<file path="src/hw/rtl/rig_frequency_reply_parser_defines.svh">
// assertion helpers for the parser rtl
`ifndef RIG_FREQUENCY_REPLY_PARSER_DEFINES_SVH
`define RIG_FREQUENCY_REPLY_PARSER_DEFINES_SVH

// same-cycle implication, checked on clk, off during rst
`define RFRP_ASSERT_NOW(label, ante, cons, msg) \
  label: assert property (@(posedge clk) disable iff (rst) (ante) |-> (cons)) \
    else $error(msg);

// next-cycle implication, checked on clk, off during rst
`define RFRP_ASSERT_NEXT(label, ante, cons, msg) \
  label: assert property (@(posedge clk) disable iff (rst) (ante) |=> (cons)) \
    else $error(msg);

`endif

</file>
<file path="src/hw/rtl/rfrp_pkg.sv">
package rfrp_pkg;

  // field and datapath widths
  localparam int unsigned BYTE_W     = 8;
  localparam int unsigned FREQ_W     = 50;
  localparam int unsigned KIND_W     = 2;
  localparam int unsigned TDATA_W    = 56;
  localparam int unsigned BCD_VAL_W  = 34;
  localparam int unsigned BODY_CNT_W = 4;

  // ascii digit limits
  localparam int unsigned MAX_ASCII_DIGITS_DEF = 15;
  localparam int unsigned MIN_ASCII_DIGITS     = 8;

  // binary frame bytes
  localparam logic [BYTE_W-1:0] BYTE_PREAMBLE = 8'hFE;
  localparam logic [BYTE_W-1:0] BYTE_END      = 8'hFD;
  localparam logic [BYTE_W-1:0] CMD_READ_FREQ = 8'h03;
  localparam logic [BYTE_W-1:0] CMD_BCAST_FREQ = 8'h00;

  // ascii reply characters
  localparam logic [BYTE_W-1:0] CHAR_F    = 8'h46;
  localparam logic [BYTE_W-1:0] CHAR_A    = 8'h41;
  localparam logic [BYTE_W-1:0] CHAR_SEMI = 8'h3B;
  localparam logic [BYTE_W-1:0] CHAR_0    = 8'h30;
  localparam logic [BYTE_W-1:0] CHAR_9    = 8'h39;

  // body byte positions after the preamble
  localparam logic [BODY_CNT_W-1:0] BODY_CMD_POS   = 4'd2;
  localparam logic [BODY_CNT_W-1:0] BODY_DATA_POS  = 4'd3;
  localparam logic [BODY_CNT_W-1:0] BODY_FULL      = 4'd8;
  localparam logic [BODY_CNT_W-1:0] BODY_SAT       = 4'd15;

  localparam logic [3:0] BCD_DIGIT_MAX = 4'd9;

  // reply kinds on tuser
  localparam logic [KIND_W-1:0] KIND_ASCII = 2'd0;
  localparam logic [KIND_W-1:0] KIND_READ  = 2'd1;
  localparam logic [KIND_W-1:0] KIND_BCAST = 2'd2;

  typedef enum logic [2:0] {
    PH_HUNT = 3'b001,
    PH_MARK = 3'b010,
    PH_BODY = 3'b100
  } phase_t;

  // control from the frame parser to the bcd accumulator
  typedef struct packed {
    logic              clear;
    logic              load;
    logic [BYTE_W-1:0] data;
  } bcd_ctrl_t;

endpackage

</file>
<file path="src/hw/rtl/rfrp_bcd_acc.sv">
// running bcd decode, fed least significant byte first; an invalid nibble
// throws away everything below it, so the total matches a top-down decode
module rfrp_bcd_acc import rfrp_pkg::*; (
  input  logic                 clk,
  input  bcd_ctrl_t            ctrl,
  output logic [BCD_VAL_W-1:0] value
);

  logic [BCD_VAL_W-1:0] weight;
  logic [BCD_VAL_W-1:0] weight10;
  logic [BCD_VAL_W-1:0] value_next;
  logic [BCD_VAL_W-1:0] weight_next;
  logic [BCD_VAL_W-1:0] weight10_next;
  logic [3:0]           lo;
  logic [3:0]           hi;
  logic [BCD_VAL_W-1:0] lo_part;
  logic [BCD_VAL_W-1:0] hi_part;

  // two digits per byte, weights kept for both nibble positions
  always_comb begin
    lo            = ctrl.data[3:0];
    hi            = ctrl.data[7:4];
    lo_part       = BCD_VAL_W'(weight * BCD_VAL_W'(lo));
    hi_part       = BCD_VAL_W'(weight10 * BCD_VAL_W'(hi));
    value_next    = value;
    weight_next   = weight;
    weight10_next = weight10;
    if (ctrl.clear) begin
      value_next    = '0;
      weight_next   = BCD_VAL_W'(1);
      weight10_next = BCD_VAL_W'(10);
    end else if (ctrl.load) begin
      if (hi > BCD_DIGIT_MAX) begin
        value_next    = '0;
        weight_next   = BCD_VAL_W'(1);
        weight10_next = BCD_VAL_W'(10);
      end else if (lo > BCD_DIGIT_MAX) begin
        value_next    = BCD_VAL_W'(hi);
        weight_next   = BCD_VAL_W'(10);
        weight10_next = BCD_VAL_W'(100);
      end else begin
        value_next    = value + lo_part + hi_part;
        weight_next   = BCD_VAL_W'(weight * BCD_VAL_W'(100));
        weight10_next = BCD_VAL_W'(weight10 * BCD_VAL_W'(100));
      end
    end
  end

  always_ff @(posedge clk) begin
    value    <= value_next;
    weight   <= weight_next;
    weight10 <= weight10_next;
  end

endmodule

</file>
<file path="src/hw/rtl/rig_frequency_reply_parser.sv">
// channel   | direction | request carries
// ----------+-----------+------------------------------------------------
// s_axis    | in        | tdata[7:0] rx_byte
// m_axis    | out       | tdata[49:0] freq_hz, tuser[1:0] reply_kind
// cfg       | in        | cfg_data protocol_mode
//
// one byte per cycle; a reply appears in the cycle after its closing byte.
// the parser state and the bcd accumulator update in the accepting cycle,
// the output register holds a result while the next byte is taken.
// s_axis stalls only while a result waits on m_axis or a cfg write is offered.
// rst (synchronous) and every cfg write return the parser to the hunt phase.
`include "rig_frequency_reply_parser_defines.svh"

module rig_frequency_reply_parser import rfrp_pkg::*; #(
  parameter int unsigned MAX_ASCII_DIGITS = MAX_ASCII_DIGITS_DEF
) (
  input  logic               clk,
  input  logic               rst,
  input  logic               s_axis_tvalid,
  output logic               s_axis_tready,
  input  logic [BYTE_W-1:0]  s_axis_tdata,   // rx_byte
  output logic               m_axis_tvalid,
  input  logic               m_axis_tready,
  output logic [TDATA_W-1:0] m_axis_tdata,   // freq_hz, zero fill above
  output logic [KIND_W-1:0]  m_axis_tuser,   // reply_kind
  input  logic               cfg_valid,
  output logic               cfg_ready,
  input  logic               cfg_data        // protocol_mode
);

  localparam int unsigned CNT_W = $clog2(MAX_ASCII_DIGITS + 1);
  localparam logic [CNT_W-1:0] CNT_MAX = CNT_W'(MAX_ASCII_DIGITS);
  localparam logic [CNT_W-1:0] CNT_MIN = CNT_W'(MIN_ASCII_DIGITS);

  logic                  protocol_mode;
  phase_t                phase;
  phase_t                phase_next;
  logic [BODY_CNT_W-1:0] body_count;
  logic [BODY_CNT_W-1:0] body_count_next;
  logic [BYTE_W-1:0]     command_byte;
  logic [BYTE_W-1:0]     command_byte_next;
  logic [FREQ_W-1:0]     acc;
  logic [FREQ_W-1:0]     acc_next;
  logic [CNT_W-1:0]      digit_count;
  logic [CNT_W-1:0]      digit_count_next;
  logic                  out_valid;
  logic [FREQ_W-1:0]     out_freq;
  logic [KIND_W-1:0]     out_kind;

  logic                  in_accept;
  logic                  cfg_accept;
  logic                  produced;
  logic [FREQ_W-1:0]     res_freq;
  logic [KIND_W-1:0]     res_kind;
  logic                  is_digit;
  logic [BYTE_W-1:0]     b;
  bcd_ctrl_t             bcd_ctrl;
  logic [BCD_VAL_W-1:0]  bcd_value;

  // handshakes
  assign cfg_ready     = 1'b1;
  assign cfg_accept    = cfg_valid && cfg_ready;
  assign s_axis_tready = (!out_valid || m_axis_tready) && !cfg_valid;
  assign in_accept     = s_axis_tvalid && s_axis_tready;
  assign b             = s_axis_tdata;
  assign is_digit      = (b >= CHAR_0) && (b <= CHAR_9);

  rfrp_bcd_acc u_bcd_acc (
    .clk   (clk),
    .ctrl  (bcd_ctrl),
    .value (bcd_value)
  );

  // frame and reply parsing
  always_comb begin
    phase_next        = phase;
    body_count_next   = body_count;
    command_byte_next = command_byte;
    acc_next          = acc;
    digit_count_next  = digit_count;
    bcd_ctrl          = '0;
    bcd_ctrl.data     = b;
    produced          = 1'b0;
    res_freq          = '0;
    res_kind          = KIND_ASCII;
    if (cfg_accept) begin
      phase_next        = PH_HUNT;
      body_count_next   = '0;
      command_byte_next = '0;
      acc_next          = '0;
      digit_count_next  = '0;
      bcd_ctrl.clear    = 1'b1;
    end else if (in_accept && !protocol_mode) begin
      case (phase)
        PH_HUNT: begin
          if (b == BYTE_PREAMBLE) phase_next = PH_MARK;
        end
        PH_MARK: begin
          if (b == BYTE_PREAMBLE) begin
            phase_next        = PH_BODY;
            body_count_next   = '0;
            command_byte_next = '0;
            bcd_ctrl.clear    = 1'b1;
          end else begin
            phase_next = PH_HUNT;
          end
        end
        PH_BODY: begin
          if (b == BYTE_END) begin
            if (body_count == BODY_FULL &&
                (command_byte == CMD_READ_FREQ || command_byte == CMD_BCAST_FREQ)) begin
              produced = 1'b1;
              res_freq = FREQ_W'(bcd_value);
              res_kind = (command_byte == CMD_READ_FREQ) ? KIND_READ : KIND_BCAST;
            end
            phase_next = PH_HUNT;
          end else begin
            if (body_count == BODY_CMD_POS) begin
              command_byte_next = b;
            end else if (body_count >= BODY_DATA_POS && body_count < BODY_FULL) begin
              bcd_ctrl.load = 1'b1;
            end
            if (body_count < BODY_SAT) body_count_next = body_count + 1'b1;
          end
        end
        default: phase_next = PH_HUNT;
      endcase
    end else if (in_accept) begin
      case (phase)
        PH_HUNT: begin
          if (b == CHAR_F) phase_next = PH_MARK;
        end
        PH_MARK: begin
          if (b == CHAR_A) begin
            phase_next       = PH_BODY;
            acc_next         = '0;
            digit_count_next = '0;
          end else if (b != CHAR_F) begin
            phase_next = PH_HUNT;
          end
        end
        PH_BODY: begin
          if (b == CHAR_SEMI) begin
            if (digit_count >= CNT_MIN) begin
              produced = 1'b1;
              res_freq = acc;
              res_kind = KIND_ASCII;
            end
            phase_next = PH_HUNT;
          end else if (is_digit && digit_count < CNT_MAX) begin
            acc_next         = (acc << 3) + (acc << 1) + FREQ_W'(b[3:0]);
            digit_count_next = digit_count + 1'b1;
          end
        end
        default: phase_next = PH_HUNT;
      endcase
    end
  end

  // parser state
  always_ff @(posedge clk) begin
    if (rst) begin
      protocol_mode <= 1'b0;
      phase         <= PH_HUNT;
      body_count    <= '0;
      command_byte  <= '0;
      digit_count   <= '0;
    end else begin
      if (cfg_accept) protocol_mode <= cfg_data;
      phase        <= phase_next;
      body_count   <= body_count_next;
      command_byte <= command_byte_next;
      digit_count  <= digit_count_next;
    end
  end

  always_ff @(posedge clk) begin
    acc <= acc_next;
  end

  // result register
  always_ff @(posedge clk) begin
    if (rst) begin
      out_valid <= 1'b0;
    end else if (in_accept) begin
      out_valid <= produced;
    end else if (m_axis_tready) begin
      out_valid <= 1'b0;
    end
  end

  always_ff @(posedge clk) begin
    if (in_accept && produced) begin
      out_freq <= res_freq;
      out_kind <= res_kind;
    end
  end

  assign m_axis_tvalid = out_valid;
  assign m_axis_tdata  = TDATA_W'(out_freq);
  assign m_axis_tuser  = out_kind;

  // checks
  `RFRP_ASSERT_NEXT(a_cfg_restart, cfg_accept, phase == PH_HUNT && digit_count == '0 && body_count == '0, "cfg write did not restart the parser")
  `RFRP_ASSERT_NOW(a_result_from_byte, $rose(out_valid), $past(in_accept), "result appeared without an accepted byte")
  `RFRP_ASSERT_NOW(a_digit_bound, 1'b1, digit_count <= CNT_MAX, "ascii digit count above its limit")

endmodule
</file>
<file path="config.mk">
export PLATFORM = sky130hd
export DESIGN_NAME = rig_frequency_reply_parser
export DESIGN_NICKNAME = d
export VERILOG_FILES = /design/src/hw/rtl/rfrp_pkg.sv /design/src/hw/rtl/rfrp_bcd_acc.sv /design/src/hw/rtl/rig_frequency_reply_parser.sv
export VERILOG_INCLUDE_DIRS = /design/src /design/src/hw/rtl
export SDC_FILE = /design/constraint.sdc
export NUM_CORES = 1
export LEC_CHECK = 0
export BUFFER_PORTS_ARGS = -buffer_cell sky130_fd_sc_hd__buf_2
export CORE_MARGIN = 8
export CORE_UTILIZATION = 56
export DETAILED_ROUTE_END_ITERATION = 10
export PLACE_DENSITY_LB_ADDON = 0.08
export SYNTH_ARGS = -nofsm -noshare
export SYNTH_HDL_FRONTEND = slang
export SYNTH_SLANG_ARGS = --single-unit
</file>
<file path="constraint.sdc">
create_clock -name clk -period 13.3 [get_ports clk]
set_input_delay 2.66 -clock clk [delete_from_list [all_inputs] [get_ports clk]]
set_output_delay 2.66 -clock clk [all_outputs]
set_load 0.02 [all_outputs]
</file>
==> results.ini <==
[placement]
port_buffers=67
dp.final_hpwl_um=49700
gp_congestion=0.901

[critical_path]
critPathArrivalTime_ps=8620
path_class=in2reg
reg2reg_slack_ps=7130
crit_path_end_kind=flip-flop
slowest_stage=o31ai_1
cp_max_fo=38
crit_top_cell=fa_1
required_ps=13760
crit_path_start_kind=input port
critPathMaxStageDelay_ps=680
cp_cell_sequence=buf_2 > nand2_1 > fa_1 > fa_1 > inv_1 > fa_1 > inv_1 > fa_1 > inv_1 > ha_1 > a211oi_1 > o21ai_0 > or3b_1 > o31ai_1 > a221oi_1 > o211ai_1 > o21ai_0 > a32oi_1 > o31ai_1

[logic_synthesis]
ys.flop_type=dfxtp_1
synth.area.top_cells=fa_1 21%, ha_1 15%, dfxtp_1 13%, inv_1 7.8%, edfxtp_1 6.1%
ys_types=76
yosysMostFrequentCell=inv_1
synth_commonest_cells=536 x inv_1, 303 x ha_1, 264 x fa_1
async_reset_ff_share_pct=0
synth_edf_count=52
synth_seq_area_share_pct=19.3
netlist_instances=2994
ys_warn_count=0
yosysTopAreaCell=fa_1
avgSynthCellArea_sq_um=8.60
synth-seq-cells=222
synth_top_area_share_pct=20.5
netlist_area_sq_mm=0.0257

[final_layout]
syn_to_final_growth_pct=7.05
fin_util_pct=60.7
drive_gt1_share_pct=4.84
finalNetCount=3578

[sta]
worstMarginPinSlew_ps=1070
setup_viol=0
slew_headroom_pct=27.9
fin_skew_ps=24.7
min_period_ps=8160
rsz0062_at_grt=no
setup_tns_ps=0
final_hold_viol_count=0
max_freq_mhz=123
slew_viol_final=0
final.period_utilization_pct=61.4
holdWs_ps=457

[cts]
htree_levels=1
numCtsBuffers=29
root_buffer=clkbuf_16
clkLatencyLatePin_ps=590
cts_tree=yes
post_cts_buffers=0
clk_pin_slew_worst_paths_ps=60
hold_buffers=0
clk_path_buf_depth=3
clock-sinks=222
ctsResizeCount=0

[drt]
ant_nets=0
drtIter0Drc=1257
viasPerCell=5.63
drt-total-wl_um=64600
dr_wl_met3_um=3110
vias=20382
drt-wirelength-per-cell_um=17.9
wl_met2_um=30300
dr.pass1.iters=6
met1_length_um=29800
drcViolationCount=0
top_layer=met4

[min_path]
min_path_type=reg2reg

[power_and_ir_drop]
p_total_mw=1.61
p_leak_nw=13.4
p_per_area_mw_per_mm2=58.6
peakVddDrop_v=0.0000920

[status]
status=finished, final reports clean

[floorplanning]
dieArea_sq_mm=0.0531
rows=78
core_sq_mm=0.0454
start_util_pct=56.7
ioPinCount=75
fp.dieH_um=230
die_w_um=230

[global_route]
grt_usage_pct=24.4
grt_pass1_wl_um=108000
grt_overflow=0
grt_pass1_vias=21191
antenna_found_initial=0
grt_start_max_net_pins=54

[run]
max_cap_violations=0

## cell type report
class	count	area (sq um)
diodes	1	2.50
clock buffers	42	836
clock inverters	11	206
fillers	4114	17800
inverters	537	2020
multi-input cells	2125	18300
flip-flops and latches	222	4960
well taps	600	751
repair buffers	82	448
## worst max-delay path, delay by kind of cell
| kind | cells | cell delay, ps |
|---|---|---|
| simple gates | 2 | 610 |
| fa+ha+maj | 5 | 2500 |
| buf+inv | 4 | 720 |
| compound gates | 8 | 2100 |
## power by group
group          leakage [nW]  total [mW]  switching [mW]  internal (mW)
sequential             1.73       0.688        0.000458          0.687
combinational          11.2      0.0659          0.0481         0.0178
clock                 0.497       0.862           0.327          0.534
## kinds of logic (layout without fill, tap and decap cells)
logic type,after synthesis,in the layout,synth area share [%]
buffers and inverters,652,672,9.68
adders and majority gates,567,567,35.3
and+or+nand+nor,807,807,15.4
xor gates and xnor gates,126,126,4.29
DFF,222,222,19.3
muxes,12,12,0.467
other,2,8,0.0292
AOI/OAI and AO/OA,606,606,15.6
## cells in the final DEF, fill, tap and decap left out, types with 11 or more instances in the layout
master,count
o211ai_1,19
nor2_1,198
a22o_1,40
o21ai_1,42
nand2b_1,24
a211oi_1,23
nor3_1,26
a21oi_1,160
nand2_1,225
buf_2,67
o21a_1,18
nand3_1,55
nor2b_1,11
or3_1,12
a22oi_1,69
ha_1,303
o21ai_0,72
xnor2_1,69
nand4_1,17
mux2i_1,12
fa_1,264
buf_4,15
o31ai_1,12
and2_1,177
clkbuf_16,30
o21bai_1,17
edfxtp_1,52
inv_1,536
dfxtp_1,170
a21o_1,58
and3_1,16
xor2_1,57
## through the flow
stage / area (sq um) / instances / setup slack, ps
floorplan: 25800 / 2999 / 5520
global placement: 26500 / 3566 / 4680
detailed placement: 26500 / 3566 / 4570
CTS: 27500 / 3619 / 5190
global route: 27500 / 3619 / 4830
finish: 27600 / 3620 / 5140
## routing by layer
layer | track usage, % | vias up
met5 | 0 | -
met4 | 5.39 | 0
met3 | 3.05 | 90
met2 | 41.3 | 489
met1 | 33.2 | 9929
li1 | - | 9874
## state kept, by name, summed over array words and instances (netlist names)
name                count
acc                    50
out_freq               50
u_bcd_acc.value        34
u_bcd_acc.weight       34
u_bcd_acc.weight10     31
command_byte            8
body_count              4
digit_count             4
phase                   3
m_axis_tuser            2
m_axis_tvalid           1
protocol_mode           1
## path summary, 6_finish.rpt
| path | from | cells after the start | to |
|---|---|---|---|
| max | s_axis_tdata[3] | 19 | u_bcd_acc.value[31] |
| max reg2reg | u_bcd_acc.weight[0] | 18 | u_bcd_acc.value[31] |
| min reg2reg | command_byte[3] | 2 | command_byte[3] |
| min | command_byte[3] | 2 | command_byte[3] |
Power figures use the tool's default switching activity.
